--- config.mk ---
export PLATFORM = sky130hd
export DESIGN_NAME = oal_cell
export DESIGN_NICKNAME = d
export VERILOG_FILES = /design/src/rtl/ordered_array_list_engine_top_assert.svh /design/src/rtl/oal_pkg.sv /design/src/rtl/oal_cell.sv
export SDC_FILE = /design/constraint.sdc
export NUM_CORES = 1
export LEC_CHECK = 0
export CAP_MARGIN = 20
export CORE_AREA = 2 2 69 71
export DETAILED_ROUTE_END_ITERATION = 7
export DIE_AREA = 0 0 71 73
export DONT_BUFFER_PORTS = 1
export GPL_TIMING_DRIVEN = 0
export PLACE_DENSITY = 0.83
export SLEW_MARGIN = 0
export SYNTH_ARGS = -nofsm -noshare
export SYNTH_HDL_FRONTEND = slang
export SYNTH_SLANG_ARGS = --single-unit
--- constraint.sdc ---
create_clock -name clk -period 6.4 [get_ports clk]
set_input_delay 1.28 -clock clk [delete_from_list [all_inputs] [get_ports clk]]
set_output_delay 1.28 -clock clk [all_outputs]
set_load 0.05 [all_outputs]
--- src/rtl/ordered_array_list_engine_top_assert.svh ---
// Assertion macros used by the ordered array list engine top level.
`ifndef ORDERED_ARRAY_LIST_ENGINE_TOP_ASSERT_SVH
`define ORDERED_ARRAY_LIST_ENGINE_TOP_ASSERT_SVH

`ifndef SYNTHESIS

`define OAL_ASSERT(lbl, cond) \
    lbl: assert property (@(posedge clk) disable iff (!rst_n) (cond)) \
        else $error("oal: invariant violated");

`define OAL_ASSERT_IMP(lbl, pre, post) \
    lbl: assert property (@(posedge clk) disable iff (!rst_n) (pre) |-> (post)) \
        else $error("oal: same-cycle implication violated");

`define OAL_ASSERT_NXT(lbl, pre, post) \
    lbl: assert property (@(posedge clk) disable iff (!rst_n) (pre) |=> (post)) \
        else $error("oal: next-cycle implication violated");

`else

`define OAL_ASSERT(lbl, cond)
`define OAL_ASSERT_IMP(lbl, pre, post)
`define OAL_ASSERT_NXT(lbl, pre, post)

`endif

`endif

--- src/rtl/oal_pkg.sv ---
// Package with sizes, types and codes of the ordered array list engine.
`default_nettype none

package oal_pkg;

    localparam int DEPTH   = 64;
    localparam int KEY_W   = 32;
    localparam int KIND_W  = 3;
    localparam int POS_W   = 7;
    localparam int OIDX_W  = 6;
    localparam int OCNT_W  = 7;
    localparam int IDX_W   = (DEPTH > 1) ? $clog2(DEPTH) : 1;
    localparam int CNT_W   = $clog2(DEPTH + 1);
    localparam int CMP_W   = (CNT_W > POS_W) ? CNT_W : POS_W;
    localparam int GRP     = 8;
    localparam int GIDX_W  = $clog2(GRP);
    localparam int NGRP    = (DEPTH + GRP - 1) / GRP;
    localparam int NGIDX_W = (NGRP > 1) ? $clog2(NGRP) : 1;
    localparam int TOT     = NGRP * GRP;

    typedef logic signed [KEY_W-1:0] key_t;

    typedef enum logic [KIND_W-1:0] {
        KIND_INSERT = 3'd0,
        KIND_DELETE = 3'd1,
        KIND_SEARCH = 3'd2,
        KIND_READ   = 3'd3,
        KIND_CLEAR  = 3'd4
    } kind_t;

    typedef enum logic [2:0] {
        S_IDLE,
        S_CMP,
        S_GRP,
        S_SEL,
        S_APPLY
    } state_t;

    typedef enum logic [1:0] {
        LK_NONE,
        LK_KEY,
        LK_POS
    } lookup_mode_t;

    typedef struct packed {
        logic [KIND_W-1:0] kind;
        key_t              key;
        logic [POS_W-1:0]  position;
    } oal_in_t;

    typedef struct packed {
        logic              ok;
        logic [OIDX_W-1:0] index;
        key_t              value;
        logic [OCNT_W-1:0] count;
        key_t              first_key;
        key_t              last_key;
    } oal_out_t;

    // Broadcast from the controller to every cell.
    typedef struct packed {
        lookup_mode_t     mode;
        key_t             key;
        logic [IDX_W-1:0] pos;
        logic             pos_ok;
        logic [CNT_W-1:0] count;
        logic [IDX_W-1:0] last_idx;
        logic             last_ok;
        logic [IDX_W-1:0] prev_idx;
        logic             prev_ok;
        logic             ins_en;
        logic             del_en;
        logic [IDX_W-1:0] where;
    } cell_ctl_t;

    // Registered match flags of one cell.
    typedef struct packed {
        logic hit;
        logic hit_last;
        logic hit_prev;
    } cell_tap_t;

    // Result of the reduction tree.
    typedef struct packed {
        logic             found;
        logic [IDX_W-1:0] idx;
        key_t             val;
        key_t             last_val;
        key_t             prev_val;
    } sel_t;

endpackage

`default_nettype wire

--- src/rtl/oal_cell.sv ---
// One list cell: holds an entry, compares it and shifts with its neighbors.
`default_nettype none

module oal_cell (
    input  wire                           clk,
    input  oal_pkg::cell_ctl_t            ctl,
    input  wire  [oal_pkg::IDX_W-1:0]     id,
    input  oal_pkg::key_t                 left,
    input  oal_pkg::key_t                 right,
    output oal_pkg::key_t                 value,
    output oal_pkg::cell_tap_t            tap
);
    import oal_pkg::*;

    key_t             value_reg;
    key_t             value_next;
    cell_tap_t        tap_reg;
    cell_tap_t        tap_next;
    logic [CNT_W-1:0] id_ext;
    logic             in_list;

    assign id_ext  = CNT_W'(id);
    assign in_list = id_ext < ctl.count;

    always_comb
    begin
        tap_next.hit_last = ctl.last_ok && (id == ctl.last_idx);
        tap_next.hit_prev = ctl.prev_ok && (id == ctl.prev_idx);
        case (ctl.mode)
            LK_KEY:  tap_next.hit = in_list && (value_reg == ctl.key);
            LK_POS:  tap_next.hit = ctl.pos_ok && (id == ctl.pos);
            default: tap_next.hit = 1'b0;
        endcase
    end

    always_comb
    begin
        value_next = value_reg;
        if (ctl.ins_en)
        begin
            if (id == ctl.pos)
            begin
                value_next = ctl.key;
            end
            else if ((id > ctl.pos) && (id_ext <= ctl.count))
            begin
                value_next = left;
            end
        end
        else if (ctl.del_en)
        begin
            if ((id >= ctl.where) && ((id_ext + CNT_W'(1)) < ctl.count))
            begin
                value_next = right;
            end
        end
    end

    always_ff @(posedge clk)
    begin
        value_reg <= value_next;
        tap_reg   <= tap_next;
    end

    assign value = value_reg;
    assign tap   = tap_reg;

endmodule

`default_nettype wire

## Word level (Yosys, flattened, before mapping)

Index checks and enable logic that the tools add are counted.

- $add $sub $neg: 1
- Magnitude comparators: 5
- Mux-type cells: 6
- Equality and inequality tests: 7
- Reduce and logical (&&, ||, !) cells: 9

Operator list:

| cell | number |
|---|---|
| $mux W32 | 5 |
| $eq A32 B32 Y1 | 1 |
| $eq A6 B6 Y1 | 3 |
| $add A6 B1 Y7 const B | 1 |
| $le A6 B7 Y1 | 1 |
| $lt A6 B7 Y1 | 1 |
| $lt A7 B7 Y1 | 1 |
| $ge A6 B6 Y1 | 1 |
| $gt A6 B6 Y1 | 1 |
| $logic_and A1 B1 Y1 | 6 |
| $reduce_bool A2 Y1 | 2 |
| $ne A3 B1 Y1 const B | 1 |
| $reduce_and A3 Y1 | 1 |
| $eq A2 B1 Y1 const B | 1 |
| $eq A2 B2 Y1 const B | 1 |
| $pmux W1 S2 | 1 |

- Bits of input ports: 141
- Logic and storage cells: 32
- Bits in registers: 35
- Output and inout bits: 35

## Longest topological paths before layout

Gate-level depths: netlist of run 1.

- Depth in word-level cells: 6
- Mapped depth: 9
- Gate-level depth less buffers: 9

## Worst setup path after synthesis of run 1

No wires, ideal clock.

- Path type: input-to-reg
- From: in id[2] (netlist bit)
- To: reg value_reg[0], in the netlist value[0], enable pin
- Buffers on the path: 1
- Arrival time: 3962 ps
- Path slack: 2005 ps
- Stages: 8
- Data required time: 5967 ps
- Cell sequence: clkbuf_1 -> nand3_1 -> xnor2_1 -> ha_1 -> a21oi_1 -> a21o_1 -> nand3_1 -> o22ai_1

- Word-level cells in the longest chain between the ends: 5
- Elaborated cells on any way between the ends: 11

RTL lines:

| what | RTL line | source |
|---|---|---|
| from (decl) | oal_cell.sv:7 | `input wire [oal_pkg::IDX_W-1:0] id,` |
| $add A6 B1 Y7 | oal_cell.sv:52 | `if ((id >= ctl.where) && ((id_ext + CNT_W'(1)) < ctl.count))` |
| $lt A7 B7 Y1 | oal_cell.sv:52 |  |
| $logic_and A1 B1 Y1 | oal_cell.sv:52 |  |
| $reduce_bool A2 Y1 (no line) | -- |  |
| $reduce_and A3 Y1 (no line) * | -- |  |
| to (signal assigned) | oal_cell.sv:61 | `value_reg <= value_next;` |
| to (decl) | oal_cell.sv:15 | `key_t value_reg;` |

Every way passes the cells marked *; elsewhere a longest branch is shown, timed or not.
A chain may end at the register's enable or synchronous reset.

## Worst setup path in the final report of run 1

- From: in id[2] (netlist bit)
- To: reg value_reg[20], in the netlist value[20], enable pin

Same word-level chain as after synthesis.

==> flow_results.org, run 1 <==
** Clock network
- The root buffer cell chosen for the clock tree is clkbuf_8.
- Clock Latency Late Sink :: between 0.2 and 0.3 ns
- CTS tree :: done
- The clock drives 35 sinks.
- TritonCTS created 5 clock buffers.
- The clock passes through at most 2 buffers.
- CTS resizes :: 0
- Worst-path clk slew :: about 0.070 ns
- Post-CTS timing repair inserted 0 buffers for setup.
- Count of hold buffers inserted by post-cts repair :: 0
- In this run the number of H-tree levels came out at 2.

** Placement
- Routability cong. :: 0.854
- Detailed placement ended at an HPWL of about 6000 µm.
- Buffers placed on the I/O ports in this run total 0.
- Dpl ws :: slightly below 3 ns

** GRT
- Entering global routing, the biggest net connects 21 pins.
- Via count of the first global-routing pass :: approximately 2,400
- All-layer global routing usage :: 0.280
- Number of antenna violations at the first check in global routing :: 0
- The total overflow left after global routing is 0.
- The first global-routing pass estimated around 11,000 µm of wire.

** Timing
- Adding up every negative setup slack in the final design gives 0 ns.
- Hold Vio Cnt, Final :: 0
- The max-slew violation total from the final report is 0.
- Setup violations remaining at the end of the flow were counted as 0.
- Once routing completed, OpenROAD measured the worst setup slack at around 3.2 ns.
- Setup repair after global routing left no endpoint under its margin.
- Dividing the final minimum period by the clock period gives 0.497.
- Clock skew on the completed layout was measured at roughly 0.0029 ns.
- Least-Margin Pin Slew :: around 0.56 ns
- Hold is met by approximately 1.1 ns.
- Normalized max-slew margin :: 0.629
- Subtracting the final worst setup slack from the clock period gives 3.18 ns.
- Derived from the worst setup path, the maximum achievable clock frequency is 314 MHz.

** Synth
- Cells taking the most area after synthesis :: edfxtp_1, ha_1, xnor2_1, mux2i_1, a21oi_1
- For this run, the register share of the synthesized area comes to 0.346.
- Post-Syn Nets :: 467
- In this run, distinct cell masters in the synthesized netlist total 34.
- Share of synthesized flip-flops with an asynchronous set or reset :: 0
- The mapped netlist covers 0.00295 mm².
- By count the netlist is led by a21oi_1, xnor2_1, nor2_1.
- Synthesized instance count :: around 300
- Most common flop cell mapped by yosys :: edfxtp_1
- After synthesis, the mean cell area works out to just under 10 µm².
- Cell type contributing the most total cell area after synthesis :: edfxtp_1
- Post-synthesis sequential element count :: 35
- Proportion of netlist area held by the largest area contributor :: 0.325
- Number of synthesized flops with an enable pin :: 32
- Synthesis Warnings :: 0

** Drt
- Before antenna repair, the detailed router went through 4 iterations.
- In the routed layout, each cell is associated on average with a via count of 6.30.
- DRC marker count from the first detailed-route iteration :: around 120
- Post-DR wirelength/cell :: around 20 µm
- Total number of vias :: between 2,000 and 2,500
- In this run the remaining antenna-violating nets after routing total 0.
- For this run, design rule violations remaining after detail routing come to 0.
- Routed wire length :: around 7400 µm

** Cells and area
- The repair_antennas step left the layout with diodes totalling 0.
- The filler cells instantiated in the layout total 394.
- The register with the most flip-flops in the layout has 32 of them.
- Area taken by multi-input logic gates :: ~0.0018 mm²
- At the end of the flow the core is filled with cells to 0.693.
- Layout Nets :: ~480
- FF/Latch Area :: between 0.001 and 0.0015 mm²
- Fraction of layout cells with a size suffix above 1 :: 0.0423
- Area added between synthesis and finish :: 6.40%

** Setup path
- Traced cell by cell, the critical path runs through clkbuf_1 -> nand3_1 -> xnor2_1 -> ha_1 -> a21oi_1 -> a21o_1 -> nand3_1 -> o22ai_4 -> buf_16.
- The setup check on the worst reg-to-reg path leaves a slack of 4.73 ns.
- Count of buffering cells on the critical path with inverters included :: 2
- In this run the worst path has a maximum fanout of 20.
- STA classifies the critical path endpoint as a flip-flop.
- Data on the critical path arrives at its endpoint at approximately 3.2 ns.
- Type of the setup path with the least slack :: primary input to flip-flop
- Counting stages on the worst path, the most repeated cell is nand3_1.
- CP max stage delay :: 0.43 ns
- Worst path top cell family by delay :: compound AO/OA/AOI/OAI gates
- For the worst flop-to-flop path, the logic depth is 5.
- Max stage delay cell, worst path :: o22ai_4
- Capturing point of the worst reg2reg path :: tap[2]
- The worst register-to-register path begins at value[27].
- The worst setup path is launched from a primary input.
- Required time worst endpoint :: ~6.4 ns

** Floorplanning
- The initialized floorplan defines 25 standard-cell rows.
- 176 I/O pins were placed.
- Area of the core :: 0.00454 mm²
- Chip height :: 73 µm
- The floorplan step defined a die boundary enclosing approximately 0.0052 mm².
- For this configuration, the core starts out at a cell density of 0.651.
- Die X :: around 70 µm

** Power
- Net switching fraction of the power :: 0.385
- Pleak :: between 1 and 1.5 nW
- The internal portion of the total power is between 400 and 500 µW.
- Maximum VDD drop :: 177 µV
- Switching power :: around 270 µW
- Total power per unit cell area :: about 220 mW/mm²
- The share of total power dissipated in combinational logic is 0.203.
- Of the total power, the clock network draws 0.209.
- Tot Pwr :: just over 700 µW
- Share of total power in sequential cells :: 0.587

** Min path
- The worst hold path was traced through 5 stages.
- The startpoint identified for the worst hold timing path is value[18].
- Kind of path behind the tightest hold check :: flip-flop to flip-flop
- The path with the worst hold slack has its endpoint at tap[2].

** Job
- Maximum capacitance violations :: 0

** Outcome
- Outcome :: completed
==> worst max-delay path by stage <==
stage / to / cells past startpoint / start
2_1_floorplan: value[0] / 8 / id[2]
3_3_place_gp: value[8] / 8 / id[2]
3_5_place_dp: value[4] / 9 / id[2]
4_1_cts: value[4] / 9 / id[2]
5_1_grt: value[20] / 9 / id[2]
6_report: value[20] / 9 / id[2]
==> through the flow <==
step	area, µm²	std cells
after global routing	3140	361
after global placement	3020	352
after CTS	3140	361
after floorplan	2950	298
final	3140	361
after detailed placement	3060	353
==> final cells by class <==
type / count / share of cell area
tap: 54 / 0.0215
timing repair buffer: 1 / 0.00876
clock buffer: 6 / 0.0231
multi-input combinational: 232 / 0.567
clock inverter: 2 / 0.00239
buffer: 12 / 0.0299
inverter: 19 / 0.0227
sequential: 35 / 0.325
==> cells by family after synthesis <==
family                     Yosys count  share of synthesized area
xor gates and xnor gates            48                      0.142
DFF                                 35                      0.346
and+or+nand+nor                     71                      0.122
AOI/OAI and AO/OA                   53                      0.107
muxes                               32                      0.108
buffers and inverters               31                     0.0559
adders and majority gates           28                      0.119
==> routing by layer <==
layer / GRT usage / part of all wire / up-vias
met1: 0.332 / 0.37 / 1067
met5: 0 / 0 / -
met4: 0.0776 / 0.013 / 0
met3: 0.0718 / 0.097 / 10
met2: 0.504 / 0.52 / 117
li1: - / - / 1080
==> cell usage in the layout, fill, tap and decap left out <==
cell        n
xor2_1      8
nand2b_1    2
edfxtp_1   32
nand4_2     1
clkinv_1    2
clkbuf_1    8
and3_1      1
o221ai_1    1
nand3_1     8
ha_1       28
nor2b_1     1
inv_1      19
nor2_1     34
o22ai_4     1
nor4b_1     1
o211ai_1    1
buf_12      3
a41o_1      1
clkbuf_8    5
o21ai_0     2
mux2i_1    32
nor2_8      1
a2111oi_4   1
and4_1      1
buf_16      1
o21a_1      2
nor3_1      1
nor4_1      3
nand4_1    10
nand4b_1    1
a21oi_1    40
a21o_1      3
xnor2_1    40
dfxtp_1     3
nand2_1     6
buf_1       2
a211oi_1    1
==> worst min-delay path, cell delays in order, from the launching register on <==
cell,delay (ns)
edfxtp_1,0.67
xnor2_1,0.14
nand4_1,0.06
nor3_1,0.05
nand4_1,0.08
nand2_1,0.05
==> power by group through the flow <==
stage	combinational (mW)	clock, mW	sequential [mW]
final	0.144	0.148	0.415
after global routing	0.160	0.161	0.418
after CTS	0.144	0.153	0.415
after detailed placement	0.143	0	0.419
after global placement	0.131	0	0.420
after floorplan	0.111	0	0.413
Note: power is estimated with default switching activity, not from simulation.
==> run 2, diff against run 1 <==
CORE_AREA = default   (was 2 2 69 71)
CORE_UTILIZATION = 64   (was default)
DIE_AREA = default   (was 0 0 71 73)
PLACE_DENSITY = 0.8   (was 0.83)
clock period = 3.3 ns   (was 6.4 ns; I/O delays follow)
==> run 2 against run 1 <==
  * First-iteration DRC count up 0.81%
  * Wire length is 0.83% higher
  * Largest power group unchanged
  * Sequential share of layout area down 0.31 points
  * Cell count down 0.55%
  * Die area fell by 5.7%
  * Worst hold slack got worse by 0.60 ns
  * Clock power grew to 2.7 times the previous value
  * Power grew 110%
  * Via count fell by 1.2%
  * Critical path depth unchanged
  * Global-route usage up 2.0 points
  * Worst setup slack got worse by 2.6 ns
==> flow_results.org, run 2 (same netlist as run 1, synthesis figures left out) <==
** Setup path
- Traced cell by cell, the critical path runs through clkbuf_1 -> nand3_1 -> xnor2_1 -> ha_1 -> a21oi_1 -> a21o_1 -> nand3_1 -> o22ai_4 -> buf_16.
- CP arrival :: roughly 2.7 ns
- For flop-to-flop paths, the worst setup slack is ~1.5 ns.
- Launch instance of the worst register-to-register path :: value[3]
- Counting buffers and inverters, the worst setup path is 9 cells deep.
- Type of the setup path with the least slack :: primary input to flip-flop
- Worst Reg-to-Reg Cells :: 5
- On the worst path, the slowest cell contributes a delay of 0.46 ns.
- Start point of the critical path :: id[2]
- Following the worst setup path forward leads to its endpoint at value[6].
- The endpoint identified for the worst register-to-register timing path is tap[2].
- Counting both buffers and inverters, the worst setup path holds a total of 2.
- STA puts the critical path data required time at 3.30 ns.
- Max stage delay cell, worst path :: o22ai_4
- The worst setup path is launched from a primary input.
- Worst path top cell family by delay :: compound AO/OA/AOI/OAI gates
- By instance count, the cell type seen most on the critical path is nand3_1.
- The worst setup path is captured at a flip-flop.
- Critical-path maximum fanout :: 19

** Timing
- Normalized max-slew margin :: 0.607
- For the pin with the worst max-slew slack, the measured transition is about 0.59 ns.
- For the finished layout, the period the worst path requires is around 2.7 ns.
- Worst setup slack after layout :: 0.610 ns
- Derived from the worst setup path, the maximum achievable clock frequency is 372 MHz.
- Setup repair after global routing missed its margin :: no
- The max-slew violation total from the final report came to 0.
- Of the available clock period, the critical path in the final layout requires 0.815.
- For the final database, setup skew stands at between 0.007 and 0.008 ns.
- Hold Vio Cnt, Final :: 0
- Total negative slack :: 0 ns
- Smallest hold slack :: about 0.50 ns
- Setup violations remaining at the end of the flow were counted as 0.

** Clock network
- Total CTS buffers :: 5
- The tree is rooted in a clkbuf_8.
- CTS resizes :: 0
- Worst-path clk slew :: 0.07 ns
- The longest clock path from root to sink contains 2 buffers.
- For this design, the sink count on the clock tree is 35.
- Hold repair after CTS inserted 0 buffers.
- The H-tree generated during clock tree synthesis spans 2 levels.
- TritonCTS built the clock tree.
- Clock Latency Late Sink :: slightly below 0.3 ns
- After clock tree synthesis, the setup repair step added 0 buffers.

** Drt
- Dividing the detail-routed via count by the number of cells gives roughly 6.3.
- In this run, the number of DRC markers left after iteration 0 of detailed routing was roughly 120.
- Post-DR wirelength/cell :: between 20 and 25 µm
- The routed design has ~7400 µm of wire.
- Antenna violation net count after detailed routing :: 0
- For this run, design rule violations remaining after detail routing come to 0.
- For this run, the detailed router's first-pass iteration total came to 4.
- Total number of vias :: around 2,200

** Placement
- Instance area after placement :: 0.00306 mm²
- Count of input and output buffers :: 0
- Detailed placement ended at an HPWL of around 5900 µm.
- The congestion estimate from routability-driven global placement came to roughly 0.90.
- Dpl ws :: about 0.35 ns

** Cells and area
- Number of inserted diodes :: 0
- Top library cells by usage in the layout, fill and taps aside :: a21oi_1, xnor2_1, nor2_1, mux2i_1, edfxtp_1
- Summing all non-filler instances in the final layout gives an area of between 0.003 and 0.004 mm².
- Area added between synthesis and finish :: 7.42%
- In the final design database the tool counted 475 nets.
- Fraction of layout cells with a size suffix above 1 :: 0.0521
- Number of flip-flops under the largest register name :: 32

** GRT
- Entering global routing, the biggest net connects 20 pins.
- All-layer global routing usage :: 0.300
- First-pass GRT wire length :: 11,200 µm
- Global routing usage on met1 :: 0.359
- Met2 global-route usage :: 0.528
- After global routing, the most crowded layer is met2.
- The via count of the first global-routing pass was between 2,000 and 2,500.
- Overflow left after global routing :: 0
- Global-route track usage on met3 :: 0.0909
- The number of antenna violations at the first check in global routing is 0.

** Floorplanning
- The floorplan step defined a die boundary enclosing 0.00489 mm².
- Chip height :: approximately 70 µm
- Number of placement rows :: 24
- The floorplan step defined a core boundary enclosing approximately 0.0044 mm².
- The die is 69.9 µm wide.
- Number of top-level pins :: ~180
- Initial cell density of the core :: 0.674

** Power
- Of the total power, the share spent switching nets is 0.376.
- Share of total power in sequential cells :: 0.543
- Total power for the finished layout comes to 1.48 mW.
- Switching power :: roughly 560 µW
- Internal power of the cells :: 924 µW
- The analysis attributes to cell leakage a power of around 1.2 nW.
- Clock share of power :: 0.268
- Part of the total power dissipated in combinational logic :: 0.189
- Maximum VDD drop :: around 320 µV
- For this design the ratio of total power to cell area is 467 mW/mm².

** Min path
- Kind of path behind the tightest hold check :: primary input to flip-flop

** Outcome
- The flow ran to the end, and the final reports show no timing, DRC or antenna violations.

** Job
- Maximum capacitance violations :: 0
==> run 2: routing by layer <==
metal | vias to the layer above | part of all wire
met5 | - | 0
met4 | 0 | 0.0094
met3 | 6 | 0.097
met2 | 132 | 0.50
met1 | 1027 | 0.39
li1 | 1081 | -
==> run 2: worst register-to-register path: cells and delay by family, from the launching register on <==
| family | cells | cell delay (ns) |
|---|---|---|
| DFF | 1 | 0.63 |
| xor gates and xnor gates | 1 | 0.30 |
| and+or+nand+nor | 4 | 0.81 |
==> run 2: area by class of cell <==
type | instances | area, µm²
Clock inverter | 3 | 43.8
Tap cell | 52 | 65.1
Multi-Input combinational cell | 232 | 1780
Timing Repair Buffer | 1 | 27.5
Buffer | 12 | 93.8
Fill cell | 346 | 1210
Inverter | 19 | 71.3
Clock buffer | 5 | 68.8
Sequential cell | 35 | 1020
==> run 2: power groups by stage <==
| stage | Sequential (mW) | Combinational (mW) | Clock (mW) |
|---|---|---|---|
| 4_1_cts | 0.804 | 0.281 | 0.400 |
| 3_5_place_dp | 0.813 | 0.278 | 0 |
| 5_1_grt | 0.809 | 0.312 | 0.413 |
| 2_1_floorplan | 0.800 | 0.217 | 0 |
| 6_report | 0.804 | 0.280 | 0.397 |
| 3_3_place_gp | 0.814 | 0.255 | 0 |
==> run 2: how the worst min path moves through the flow <==
stage / cells past startpoint / endpoint / slack [ns] / from
6_report: 2 / tap[0] / 0.50 / ctl[8]
5_1_grt: 2 / tap[1] / 0.52 / ctl[15]
4_1_cts: 2 / tap[0] / 0.49 / ctl[8]
3_5_place_dp: 2 / tap[0] / 0.80 / ctl[8]
3_3_place_gp: 2 / tap[1] / 0.81 / ctl[15]
2_1_floorplan: 2 / tap[0] / 0.79 / ctl[8]
==> run 2: metrics by stage <==
stage / cells / utilization
floorplan: 298 / -
global placement: 350 / 0.690
detailed placement: 351 / 0.698
CTS: 359 / 0.723
global route: 359 / 0.723
finish: 359 / 0.723
==> run 3, diff against run 2 <==
clock period = 2.5 ns   (was 3.3 ns; I/O delays follow)
==> run 3 against run 2 <==
  * Clock power down 5.0%
  * Non-clock buffer count down 1
  * Worst setup slack worse by 0.43 ns
  * Register-to-register slack worse by 0.72 ns
  * Largest power group unchanged
  * Combinational power up 35%
  * Critical path depth down 1
  * Global-route usage down 0.093 points
  * Sequential share of layout area down 0.089 points
==> flow_results.org, run 3 (same netlist as run 1, synthesis figures left out) <==
** Clock network
- Total CTS buffers :: 5
- Count of hold buffers inserted by post-cts repair :: 0
- After clock tree synthesis, the clock-pin slew on the worst setup and hold paths is ~0.070 ns.
- The tree is rooted in a clkbuf_8.
- TritonCTS built the clock tree.
- Gates resized during post-CTS repair numbered 1.
- Clock net sink count :: 35
- The clock tree synthesis step divided the H-tree into 2 levels.
- The clock reaches the later pin of the worst-skew pair after 0.28 ns.
- Buffer depth of the longest clock path :: 2
- Post-CTS Setup Repair Bufs :: 0

** Drt
- After detailed routing, the number of remaining DRC violations is 0.
- Drt via density :: roughly 6.3
- The first detailed-routing pass took 4 iterations.
- Total number of vias :: approximately 2,200
- DRC marker count from the first detailed-route iteration :: around 120
- Post-DR wirelength/cell :: around 20 µm
- Antenna violation net count after detailed routing :: 0
- For this block, the routed nets add up to between 7000 and 8000 µm of wire.

** Setup path
- In this run the critical register-to-register path is launched from value[17].
- Along the worst path, the maximum fanout reaches 16.
- By instance count, the cell type seen most on the critical path is nand3_1.
- Required time worst endpoint :: around 2.4 ns
- The worst setup path is of the primary input to flip-flop kind.
- In this run the critical register-to-register path is captured at tap[2].
- Depth of the critical timing path with buffers and inverters included :: 8
- Cell-by-cell trace of the critical path :: clkbuf_1 -> nand3_1 -> xnor2_1 -> ha_1 -> nand3_1 -> a21o_1 -> nand3_2 -> o22ai_4
- Worst Reg-to-Reg Cells :: 5
- Among cell families on the critical path, the largest total delay comes from compound AO/OA/AOI/OAI gates.
- CP arrival :: between 2 and 2.5 ns
- The number of buffers and inverters on the critical path is 1.
- Start point of the critical path :: id[3]
- Reg2reg setup slack :: 0.79 ns
- Startpoint Class :: primary input
- STA classifies the critical path endpoint as a flip-flop.
- For this run, the slowest stage of the critical path takes a little over 0.5 ns.
- For this design, the slowest cell found on the critical path is o22ai_4.

** GRT
- Via count of the first global-routing pass :: ~2,300
- The first global-routing pass estimated about 11,000 µm of wire.
- Number of antenna violations at the first check in global routing :: 0
- Overflow left after global routing :: 0
- All-layer global routing usage :: 0.299
- Entering global routing, the biggest net connects 17 pins.

** Floorplanning
- Area of the die :: about 0.0049 mm²
- Area of the core :: ~0.0044 mm²
- In this run the count of I/O pins placed on the die edge is roughly 180.
- For this configuration, the core starts out at a cell density of 0.674.
- Number of placement rows :: 24
- Die X :: 69.9 µm
- From bottom edge to top edge, the die measures ~70 µm.

** Placement
- Instance area after placement :: a little over 0.003 mm²
- Count of input and output buffers :: 0
- At the placement stage, the worst setup path has a slack of -0.393 ns.
- Final HPWL DP :: 5780 µm
- The congestion estimate from routability-driven global placement came to approximately 0.8.

** Cells and area
- Number of flip-flops under the largest register name :: 32
- The area growth from synthesis to layout is 7.71%.
- The repair_antennas step left the layout with diodes totalling 0.
- In the layout the commonest cells are a21oi_1, xnor2_1, nor2_1, mux2i_1, edfxtp_1.
- Layout Utilization :: 0.725
- Post-route standard cell area excluding fillers :: 0.00318 mm²
- The layout has 343 filler cells.
- For this run, the post-layout net count is between 400 and 500.
- Of the cells placed in the final design, the portion with a size suffix greater than 1 is 0.0586.

** Timing
- Least-Margin Pin Slew :: about 0.63 ns
- The max-slew violation total from the final report was 0.
- Count of endpoints failing setup in the final report :: 0
- Hold Vio Cnt, Final :: 0
- Setup repair after global routing left no endpoint under its margin.
- Derived from the worst setup path, the maximum achievable clock frequency is approximately 430 MHz.
- Final worst path period need :: 2.32 ns
- The worst pin sits at a relative slew slack of 0.579.
- Worst setup slack after layout :: approximately 0.18 ns
- For the final routed database, the setup TNS stands at 0 ns.
- Dividing the final minimum period by the clock period gives 0.928.
- Worst-case clock skew :: approximately 0.0050 ns
- The tightest hold path in the finished design has a slack of ~0.36 ns.

** Power
- Total power per unit cell area :: 572 mW/mm²
- Maximum VDD drop :: between 400 and 500 µV
- For this design the static power due to leakage is approximately 1.1 nW.

** Min path
- In this run the worst hold path is classified as primary input to flip-flop.
- Hold Crit Endpoint :: tap[0]
- Number of cells traversed by the worst hold path :: 2
- The startpoint identified for the worst hold timing path is ctl[8].

** Job
- Across the run, the number of max-cap violations was 0.

** Outcome
- The flow ran to the end, and the final reports show no timing, DRC or antenna violations.
==> run 3: worst max path at each step <==
stage                 to  slack (ns)
6_report       value[22]        0.18
5_1_grt        value[27]        0.04
4_1_cts         value[9]        0.20
3_5_place_dp    value[9]       -0.39
3_3_place_gp   value[19]       -0.35
2_1_floorplan   value[0]       0.007
==> run 3: cell type report <==
cell class	instances	area [µm²]	share of cell area
Multi-Input combinational cell	233	1850	0.580
Clock buffer	6	72.6	0.0228
Inverter	19	71.3	0.0224
Clock inverter	2	7.51	0.00236
Tap cell	52	65.1	0.0205
Sequential cell	35	1020	0.321
Buffer	12	97.6	0.0307
==> run 3: stage by stage <==
| stage | std cells | power, mW |
|---|---|---|
| floorplan | 298 | 1.36 |
| global placement | 350 | 1.42 |
| detailed placement | 350 | 1.44 |
| CTS | 359 | 1.82 |
| global route | 359 | 1.90 |
| finish | 359 | 1.82 |
==> run 3: routing by layer <==
layer	vias up	wire length, µm	GRT usage
met5	-	0	0
met4	0	67	0.0733
met3	7	773	0.0837
met2	133	3710	0.527
met1	1018	2760	0.361
li1	1090	-	-
==> run 3: worst reg2reg max path, cell delays in order (launching register included) <==
cell	delay (ns)
edfxtp_1	0.63
xnor2_1	0.28
nand4_1	0.12
nor4b_1	0.39
nand4_1	0.14
nand2_1	0.09
==> run 3: power breakdown <==
part | leakage, nW | internal (mW) | total [mW] | switching, mW
logic | 0.777 | 0.182 | 0.377 | 0.195
clock network | 0.0403 | 0.190 | 0.377 | 0.187
registers | 0.328 | 0.741 | 1.06 | 0.323
total | 1.15 | 1.11 | 1.82 | 0.705
